### src/hdl/clsp_pkg.sv
`timescale 1ns / 1ps
// shared types and codes for the segment-against-plane clipper
// no dependencies; imported by every module of the block

package clsp_pkg;

	typedef enum logic [1:0] {
		ST_HIDDEN  = 2'd0,
		ST_TOUCH   = 2'd1,
		ST_VISIBLE = 2'd2
	} status_t;

	typedef enum logic [1:0] {
		SIDE_ON    = 2'd0,
		SIDE_BACK  = 2'd1,
		SIDE_FRONT = 2'd2
	} side_t;

	// per-segment control decided by the front part
	typedef struct packed {
		status_t status;
		logic    cut;   // segment crosses the plane
		logic    swap;  // end point is the front one, so it becomes the start
	} seg_ctl_t;

	localparam int IDX_WIDTH = 3;

	localparam logic [IDX_WIDTH-1:0] REG_NORMAL_X = 3'd0;
	localparam logic [IDX_WIDTH-1:0] REG_NORMAL_Y = 3'd1;
	localparam logic [IDX_WIDTH-1:0] REG_NORMAL_Z = 3'd2;
	localparam logic [IDX_WIDTH-1:0] REG_PLANE_X  = 3'd3;
	localparam logic [IDX_WIDTH-1:0] REG_PLANE_Y  = 3'd4;
	localparam logic [IDX_WIDTH-1:0] REG_PLANE_Z  = 3'd5;
	localparam logic [IDX_WIDTH-1:0] REG_EPSILON  = 3'd6;

	localparam int EPS_RESET = 66;

endpackage

### src/hdl/clsp_fifo.sv
`timescale 1ns / 1ps
// short word queue between the front and back parts
// depends on clsp_pkg for nothing but house style; stand-alone storage

module clsp_fifo #(
	parameter int WIDTH = 8,
	parameter int DEPTH = 4
) (
	input  logic             clk,
	input  logic             arst_n,
	input  logic             wr_valid,
	output logic             wr_ready,
	input  logic [WIDTH-1:0] wr_data,
	output logic             rd_valid,
	input  logic             rd_ready,
	output logic [WIDTH-1:0] rd_data
);
	import clsp_pkg::*;

	localparam int AW = (DEPTH > 1) ? $clog2(DEPTH) : 1;
	localparam int CNW = $clog2(DEPTH + 1);

	logic [WIDTH-1:0] mem_q [DEPTH];
	logic [AW-1:0]    wr_ptr_q, rd_ptr_q;
	logic [CNW-1:0]   count_q;
	logic             push, pop;

	assign wr_ready = count_q != CNW'(DEPTH);
	assign rd_valid = count_q != '0;
	assign push = wr_valid && wr_ready;
	assign pop  = rd_valid && rd_ready;
	assign rd_data = mem_q[rd_ptr_q];

	always_ff @(posedge clk or negedge arst_n) begin
		if (!arst_n) begin
			wr_ptr_q <= '0;
			rd_ptr_q <= '0;
			count_q  <= '0;
		end else begin
			if (push)
				wr_ptr_q <= (wr_ptr_q == AW'(DEPTH - 1)) ? '0 : wr_ptr_q + AW'(1);
			if (pop)
				rd_ptr_q <= (rd_ptr_q == AW'(DEPTH - 1)) ? '0 : rd_ptr_q + AW'(1);
			if (push && !pop)
				count_q <= count_q + CNW'(1);
			else if (pop && !push)
				count_q <= count_q - CNW'(1);
		end
	end

	always_ff @(posedge clk) begin
		if (push)
			mem_q[wr_ptr_q] <= wr_data;
	end

	a_count_range: assert property (@(posedge clk) disable iff (!arst_n)
		count_q <= CNW'(DEPTH)) else $error("queue count beyond depth");
	a_push_count: assert property (@(posedge clk) disable iff (!arst_n)
		(push && !pop) |=> count_q == $past(count_q) + CNW'(1))
		else $error("queue count missed a push");
	a_ptr_gap: assert property (@(posedge clk) disable iff (!arst_n)
		(count_q == '0) |-> (wr_ptr_q == rd_ptr_q))
		else $error("empty queue with pointers apart");

endmodule

### config.mk
export PLATFORM = sky130hd
export DESIGN_NAME = clsp_fifo
export DESIGN_NICKNAME = d
export VERILOG_FILES = /design/src/hdl/clsp_pkg.sv /design/src/hdl/clsp_fifo.sv
export SDC_FILE = /design/constraint.sdc
export NUM_CORES = 1
export LEC_CHECK = 0
export BUFFER_PORTS_ARGS = -buffer_cell sky130_fd_sc_hd__buf_4
export CAP_MARGIN = 20
export CORE_UTILIZATION = 50
export CTS_CLUSTER_SIZE = 25
export DETAILED_ROUTE_END_ITERATION = 10
export PLACE_DENSITY_LB_ADDON = 0.05
export SLEW_MARGIN = 5
export SYNTH_ARGS = -nofsm -noshare
export SYNTH_HDL_FRONTEND = slang
export SYNTH_SLANG_ARGS = --single-unit
### constraint.sdc
create_clock -name clk -period 1.9 [get_ports clk]
set_input_delay 0.095 -clock clk [delete_from_list [all_inputs] [get_ports clk]]
set_output_delay 0.095 -clock clk [all_outputs]
set_load 0.01 [all_outputs]
==> results of run 1 <==
## routing by layer
layer,share of wire [%],track usage (%),routed length [um],up-vias
met2,53,27.3,1330,17
met5,0,0,0,-
met1,43,20.9,1080,417
li1,-,-,-,395
met3,3.5,7.25,89,4
met4,1.3,6.12,33,0
## registers in the layout, summed over array words and instances, names as in the netlist
register  flops
count_q       3
wr_ptr_q      2
rd_ptr_q      2
mem_q        32
## through the flow
step	power (mW)	worst slack, ns	hold WS (ns)	cell area (um2)	utilization [%]
6_report	2.97	0.0237	0.0930	2100	68.6
5_1_grt	3.18	-0.0257	0.0535	2100	68.6
3_3_place_gp	2.44	0.0359	-0.0883	1900	62.1
3_5_place_dp	2.47	-0.00810	-0.0868	1900	62.1
2_1_floorplan	1.99	0.0167	-0.201	1610	-
4_1_cts	2.98	0.00222	0.0706	2070	67.8
## layout make-up
class,instances,area [um2]
Clock buffer,8,68.8
Multi-Input combinational cell,35,460
Timing Repair Buffer,42,363
Sequential cell,39,1140
Inverter,3,11.3
Tap cell,44,55.1
Fill cell,233,957
## how the worst min path moves through the flow
stage                start           to  slack [ns]
floorplan           arst_n   count_q[0]       -0.20
global placement    arst_n   count_q[0]       -0.09
detailed placement  arst_n   count_q[1]       -0.09
CTS                 arst_n   count_q[1]        0.07
global route        arst_n   count_q[1]        0.05
finish              arst_n  wr_ptr_q[1]        0.09
## layout by cell type, fill, tap and decap left out, types with 3 or more instances in the layout
master / instances
dlygate4sd3_1: 9
edfxtp_1: 32
clkbuf_4: 5
ha_1: 5
buf_4: 31
nor2_1: 3
mux4_2: 8
and2_1: 4
dfrtp_1: 6
mux2_2: 3
## kinds of logic (layout without fill, tap and decap cells)
group	count (synthesis)	count (layout)	share of synthesized area, %
multiplexers	13	13	15.3
buffers and inverters	5	53	1.25
flip-flops	39	39	71.0
adder cells (fa/ha/maj)	7	7	5.95
XOR/XNOR	3	3	1.64
AO/OA/AOI/OAI	1	1	0.704
AND/OR/NAND/NOR	11	11	4.15
## power by group through the flow
stage                     combinational (mW)  clock [mW]  sequential (mW)
after detailed placement                1.11           0             1.36
after global routing                    1.28       0.527             1.37
after global placement                  1.09           0             1.35
final                                   1.18       0.465             1.33
after floorplan                        0.735           0             1.26
after CTS                               1.15       0.486             1.34
## worst register-to-register path: cells and delay by family, from the launching register on
kind,cells,cell delay [ns]
DFF,1,0.42
adders and majority gates,2,0.45
and+or+nand+nor,3,0.61
buffers and inverters,1,0.04
xor gates and xnor gates,2,0.28
## repair_timing
| item | CTS | global route |
|---|---|---|
| buffers inserted | 2 | 3 |
| hold buffers | 9 | 0 |
| pin swaps | 2 | 4 |
| resized for setup | 1 | 2 |
| gates cloned | 0 | 0 |
| endpoints found under the setup margin | 10 | 2 |
| hold endpoints to repair | 39 | 0 |
==> metrics.yaml, run 1 <==
critical_path:
  cp_max_fo: 3
  cp_top_family: "simple AND/OR/NAND/NOR gates"
  critPathLaunchType: "flip-flop"
  path_cells: "or3_4 > nand2_4 > ha_4 > inv_2 > fa_2 > xor2_1 > nor2_1 > xor2_1"
  cp.depth: 8
  critPathArrivalTime_ns: 2.14
  r2r_setup_slack_ns: 0.02
  path_class: "reg -> reg"
  worstPathRequired_ns: 2.17
  path_buf_inv: 1
  cp-endpoint: "count_q[2]"
  slowest_delay_ns: 0.42
  startpoint: "count_q[0]"
  critPathSlowestCell: "dfrtp_1"
  crit_top_cell: "xor2_1"
  rr_worst_depth: 8
  cp-end-kind: "flip-flop"
  r2r_start: "count_q[0]"
  rr_endpoint: "count_q[2]"
cells_and_area:
  layout.nets: 145
  drive_above_1_share_pct: 48.0
  fin_cells: 171
  antenna_cells: 0
  syn2layout_area_growth_pct: 31.1
clock_tree:
  cts_max_path_buffers: 2
  cts_sinks: 39
  htreeDepth: 2
  clk_pin_slew_ns: 0.11
  tritoncts: "done"
  cts_root_buffer: "clkbuf_4"
  clock_latency_ns: 0.33
  cts_buffers: 5
floorplanning:
  io_pins: 22
  rows: 20
  die_y_um: 58.6
  fp.coreArea_um2: 3050
  die_x_um: 58.6
  start_util_pct: 52.4
  dieArea_um2: 3430
sta:
  fmax_mhz: 533
  setup_viol: 0
  finalClockSkew_ns: 0.00873
  rsz0062_at_grt: "yes"
  period_minus_slack_ns: 1.88
  relSlewSlack_pct: 68.7
  tns_ns: 0
  period_share_pct: 98.8
  hold_viol: 0
  tightest_slew_ns: 0.470
  slew_violations: 0
drt:
  drc: 0
  drt-initial-drc-count: 8
  dr_total_vias: 833
  wl_per_cell_um: 14.8
  ant_nets: 0
  vias_per_cell: 4.87
  firstDrtPassIters: 3
  finalWirelength_um: 2540
synthesis:
  yosys-top-cells-area: "edfxtp_1 60%, mux4_2 11%, dfrtp_1 11%"
  ys_top_cells_by_count: "32 x edfxtp_1, 8 x mux4_2, 7 x dfrtp_1"
  ys.flop_type: "edfxtp_1"
  synth_top_area_share_pct: 60.1
  syn_avg_cell_area_um2: 20.2
  synth_area_leader_cell: "edfxtp_1"
  synth_nets: 98
  yosysUniqueCellTypes: 18
  synth-edff-count: 32
  ys_warn_count: 0
  yosysSeqAreaShare_pct: 71.0
  async_flop_share_pct: 17.9
  synth_area_um2: 1600
  synth.most_common_cell: "edfxtp_1"
  synth_cells: 79
  ys_ff_latch: 39
power_and_ir_drop:
  intPower_mw: 2.10
  combPwrFrac_pct: 39.5
  clkPwrFrac_pct: 15.6
  p_leak_nw: 0.804
  powerDensity_nw_per_um2: 1420
  swShare_pct: 29.4
  max-vdd-ir-drop_mv: 0.714
  p_sw_uw: 876
  pwr-share-seq_pct: 44.8
global_route:
  grt_use_total_pct: 17.1
  grt_pass1_vias: 837
  antenna_found_initial: 0
  gr-total-overflow: 0
  grt_first_pass_wirelength_um: 3930
  grt_max_degree: 12
placed_design:
  dp_hpwl_um: 1610
  place.gp.congestion: 0.670
  dp.cells: 149
  port_buffers: 21
flow_run:
  drv_cap: 0
status:
  status: "finished, final reports clean"
min_path:
  holdCritPathClass: "in -> async"
No activity file was read; power rests on OpenSTA's default activity.
==> run 2, diff against run 1 <==
--- a/config.mk
+++ b/config.mk
@@ -7,7 +7,9 @@
 export LEC_CHECK = 0
 export BUFFER_PORTS_ARGS = -buffer_cell sky130_fd_sc_hd__buf_4
 export CAP_MARGIN = 20
-export CORE_UTILIZATION = 50
+export CELL_PAD_IN_SITES_DETAIL_PLACEMENT = 1
+export CELL_PAD_IN_SITES_GLOBAL_PLACEMENT = 1
+export CORE_UTILIZATION = 36
 export CTS_CLUSTER_SIZE = 25
 export DETAILED_ROUTE_END_ITERATION = 10
 export PLACE_DENSITY_LB_ADDON = 0.05
==> constraint.sdc (replaced) <==
create_clock -name clk -period 1.9 [get_ports clk]
set_input_delay 0.19 -clock clk [delete_from_list [all_inputs] [get_ports clk]]
set_output_delay 0.19 -clock clk [all_outputs]
set_load 0.01 [all_outputs]
==> run 2 against run 1 <==
Effect of this change: die area rose by 37%; clock skew fell by 0.0044 ns; fmax fell by 0.42%; global-route usage fell by 2.4 points; register-to-register slack barely moved; first-iteration DRC count rose to 5.5 times the previous value; flip-flop and latch count did not move; worst hold slack improved by 0.0037 ns; combinational power barely moved; sequential power barely moved; critical endpoint unchanged; largest cell class unchanged.
==> metrics.yaml, run 2 (synthesized netlist as in run 1, its figures left out) <==
critical_path:
  critPathLaunchType: "flip-flop"
  worstPathRequired_ns: 2.11  # -0.06 ns
  cp-endpoint: "count_q[2]"
  startpoint: "count_q[0]"
  critPathArrivalTime_ns: 2.10  # -0.04 ns
  path_class: "reg -> reg"
  rr_worst_depth: 8  # unchanged
  r2r_setup_slack_ns: 0.02  # about the same
  rr_endpoint: "count_q[2]"
  r2r_start: "count_q[0]"
  cp-end-kind: "flip-flop"
  cp_max_fo: 2  # -1
global_route:
  grt_max_degree: 13  # +1
  grt_use_total_pct: 14.6  # -2.4 points
  grt_first_pass_wirelength_um: 4530  # +15%
  antenna_found_initial: 0  # unchanged
  grt_pass1_vias: 869  # +3.8%
  gr-total-overflow: 0  # unchanged
clock_tree:
  cts_sinks: 39  # unchanged
  htreeDepth: 2  # unchanged
  clk_pin_slew_ns: 0.08  # -0.03 ns
  cts_buffers: 5  # unchanged
  cts_root_buffer: "clkbuf_8"
  cts_max_path_buffers: 2  # unchanged
  tritoncts: "done"
  clock_latency_ns: 0.29  # -0.04 ns
sta:
  finalClockSkew_ns: 0.00430  # -0.00443 ns
  fmax_mhz: 531  # -0.42%
  hold_viol: 0  # unchanged
  slew_violations: 0  # unchanged
  period_share_pct: 99.2  # +0.41 points
  tightest_slew_ns: 0.488  # +0.0180 ns
  setup_viol: 0  # unchanged
  period_minus_slack_ns: 1.88  # +0.00787 ns
  setup_slack_ns: 0.0159  # -0.00787 ns
  rsz0062_at_grt: "yes"
  hold_slack_ns: 0.0966  # +0.00367 ns
  relSlewSlack_pct: 67.5  # -1.2 points
cells_and_area:
  layout.nets: 137  # -5.5%
  drive_above_1_share_pct: 51.3  # +3.2 points
  reg_top3: "mem_q (32), count_q (3)"
  most-common-layout-cells: "32 x edfxtp_1, 30 x buf_4, 8 x mux4_2"
  fin_cells: 169  # -1.2%
  antenna_cells: 0  # unchanged
  final_common_cell: "edfxtp_1"
  syn2layout_area_growth_pct: 31.3
  postLayoutCellArea_um2: 2100  # +0.18%
  largest_reg_flops: 32  # unchanged
  n_fill_cell: 410  # +76%
  top_register: "mem_q"
drt:
  drc: 0  # unchanged
  ant_nets: 0  # unchanged
  wl_per_cell_um: 17.1  # +15%
  drt-initial-drc-count: 44  # +36
  finalWirelength_um: 2890  # +14%
  vias_per_cell: 4.77  # -2.1%
  firstDrtPassIters: 2  # -1
  dr_total_vias: 806  # -3.2%
placed_design:
  place_ws_ns: -0.00639  # +0.00171 ns
  placed_area_um2: 1920  # +1.5%
  port_buffers: 21  # unchanged
  dp_hpwl_um: 1960  # +22%
  dp.cells: 156  # +4.7%
  place.gp.congestion: 0.690  # +3.0%
status:
  status: "finished, final reports clean"
floorplanning:
  die_x_um: 68.6  # +17%
  die_y_um: 68.6  # +17%
  start_util_pct: 38.6  # -14 points
  fp.coreArea_um2: 4140  # +36%
  io_pins: 22  # unchanged
  rows: 23  # +15%
  dieArea_um2: 4710  # +37%
power_and_ir_drop:
  max-vdd-ir-drop_mv: 0.624  # -13%
  p_leak_nw: 0.802  # -0.30%
  fin_total_pwr_mw: 3.36  # +13%
  powerDensity_nw_per_um2: 1600  # +13%
flow_run:
  drv_cap: 0  # unchanged
min_path:
  holdCritPathClass: "in -> reg"
==> run 2: cell count changes in the layout (fill, tap and decap cells not counted) <==
cell           previous run  this run
bufinv_16                 0         2
clkbuf_4                  5         0
clkbuf_8                  2         5
buf_4                    31        30
buf_12                    2         3
dlygate4sd3_1             9         1
==> run 2: worst min path at each step <==
stage                     cells past startpoint           to  startpoint
after floorplan                               0   count_q[0]      arst_n
after global routing                          1  mem_q[2][6]  wr_data[6]
after global placement                        1   count_q[2]      arst_n
after detailed placement                      1   count_q[2]      arst_n
after CTS                                     1  mem_q[3][6]  wr_data[6]
final                                         1  mem_q[1][6]  wr_data[6]
==> run 2: layout make-up <==
type / instances / area (um2) / share of cell area (%)
Multi-Input combinational cell: 35 / 460 / 21.9
Tap cell: 50 / 62.6 / 2.98
Clock inverter: 2 / 60.1 / 2.86
Inverter: 3 / 11.3 / 0.536
Clock buffer: 6 / 72.6 / 3.46
Timing Repair Buffer: 34 / 295 / 14.1
Sequential cell: 39 / 1140 / 54.2
==> run 2: worst max-delay path, stage by stage, from the launching register on <==
cell and delay (ns):
dfrtp_1 0.39, or3_4 0.41, nand2_4 0.08, ha_4 0.13, inv_2 0.04, fa_2 0.35
xor2_1 0.15, nor2_1 0.13, xor2_1 0.15
==> run 2: power by group <==
part,internal (mW),switching (mW)
Sequential,1.16,0.183
Clock,0.525,0.288
Combinational,0.731,0.472
==> run 2: metal layers <==
layer  vias up  GRT usage [%]  routed length (um)
met5         -              0                   0
met4         0           6.25                  48
met3         5           4.93                 104
met2        20           24.6                1450
met1       406           16.9                1280
li1        375              -                   -
==> run 2: metrics by stage <==
| stage | TNS, ns | utilization [%] |
|---|---|---|
| finish | 0 | 50.7 |
| global route | -0.109 | 50.7 |
| detailed placement | -0.00639 | 46.4 |
| global placement | 0 | 46.4 |
| floorplan | 0 | - |
| CTS | 0 | 50.3 |
==> run 2: repair_timing <==
action                                  in CTS  in global routing
gates resized for setup                      2                  1
endpoints found under the hold margin        7                  0
hold buffers                                 1                  0
pin swaps                                    2                  5
buffers inserted                             2                  2
gates cloned                                 0                  0
endpoints found under the setup margin       9                  2
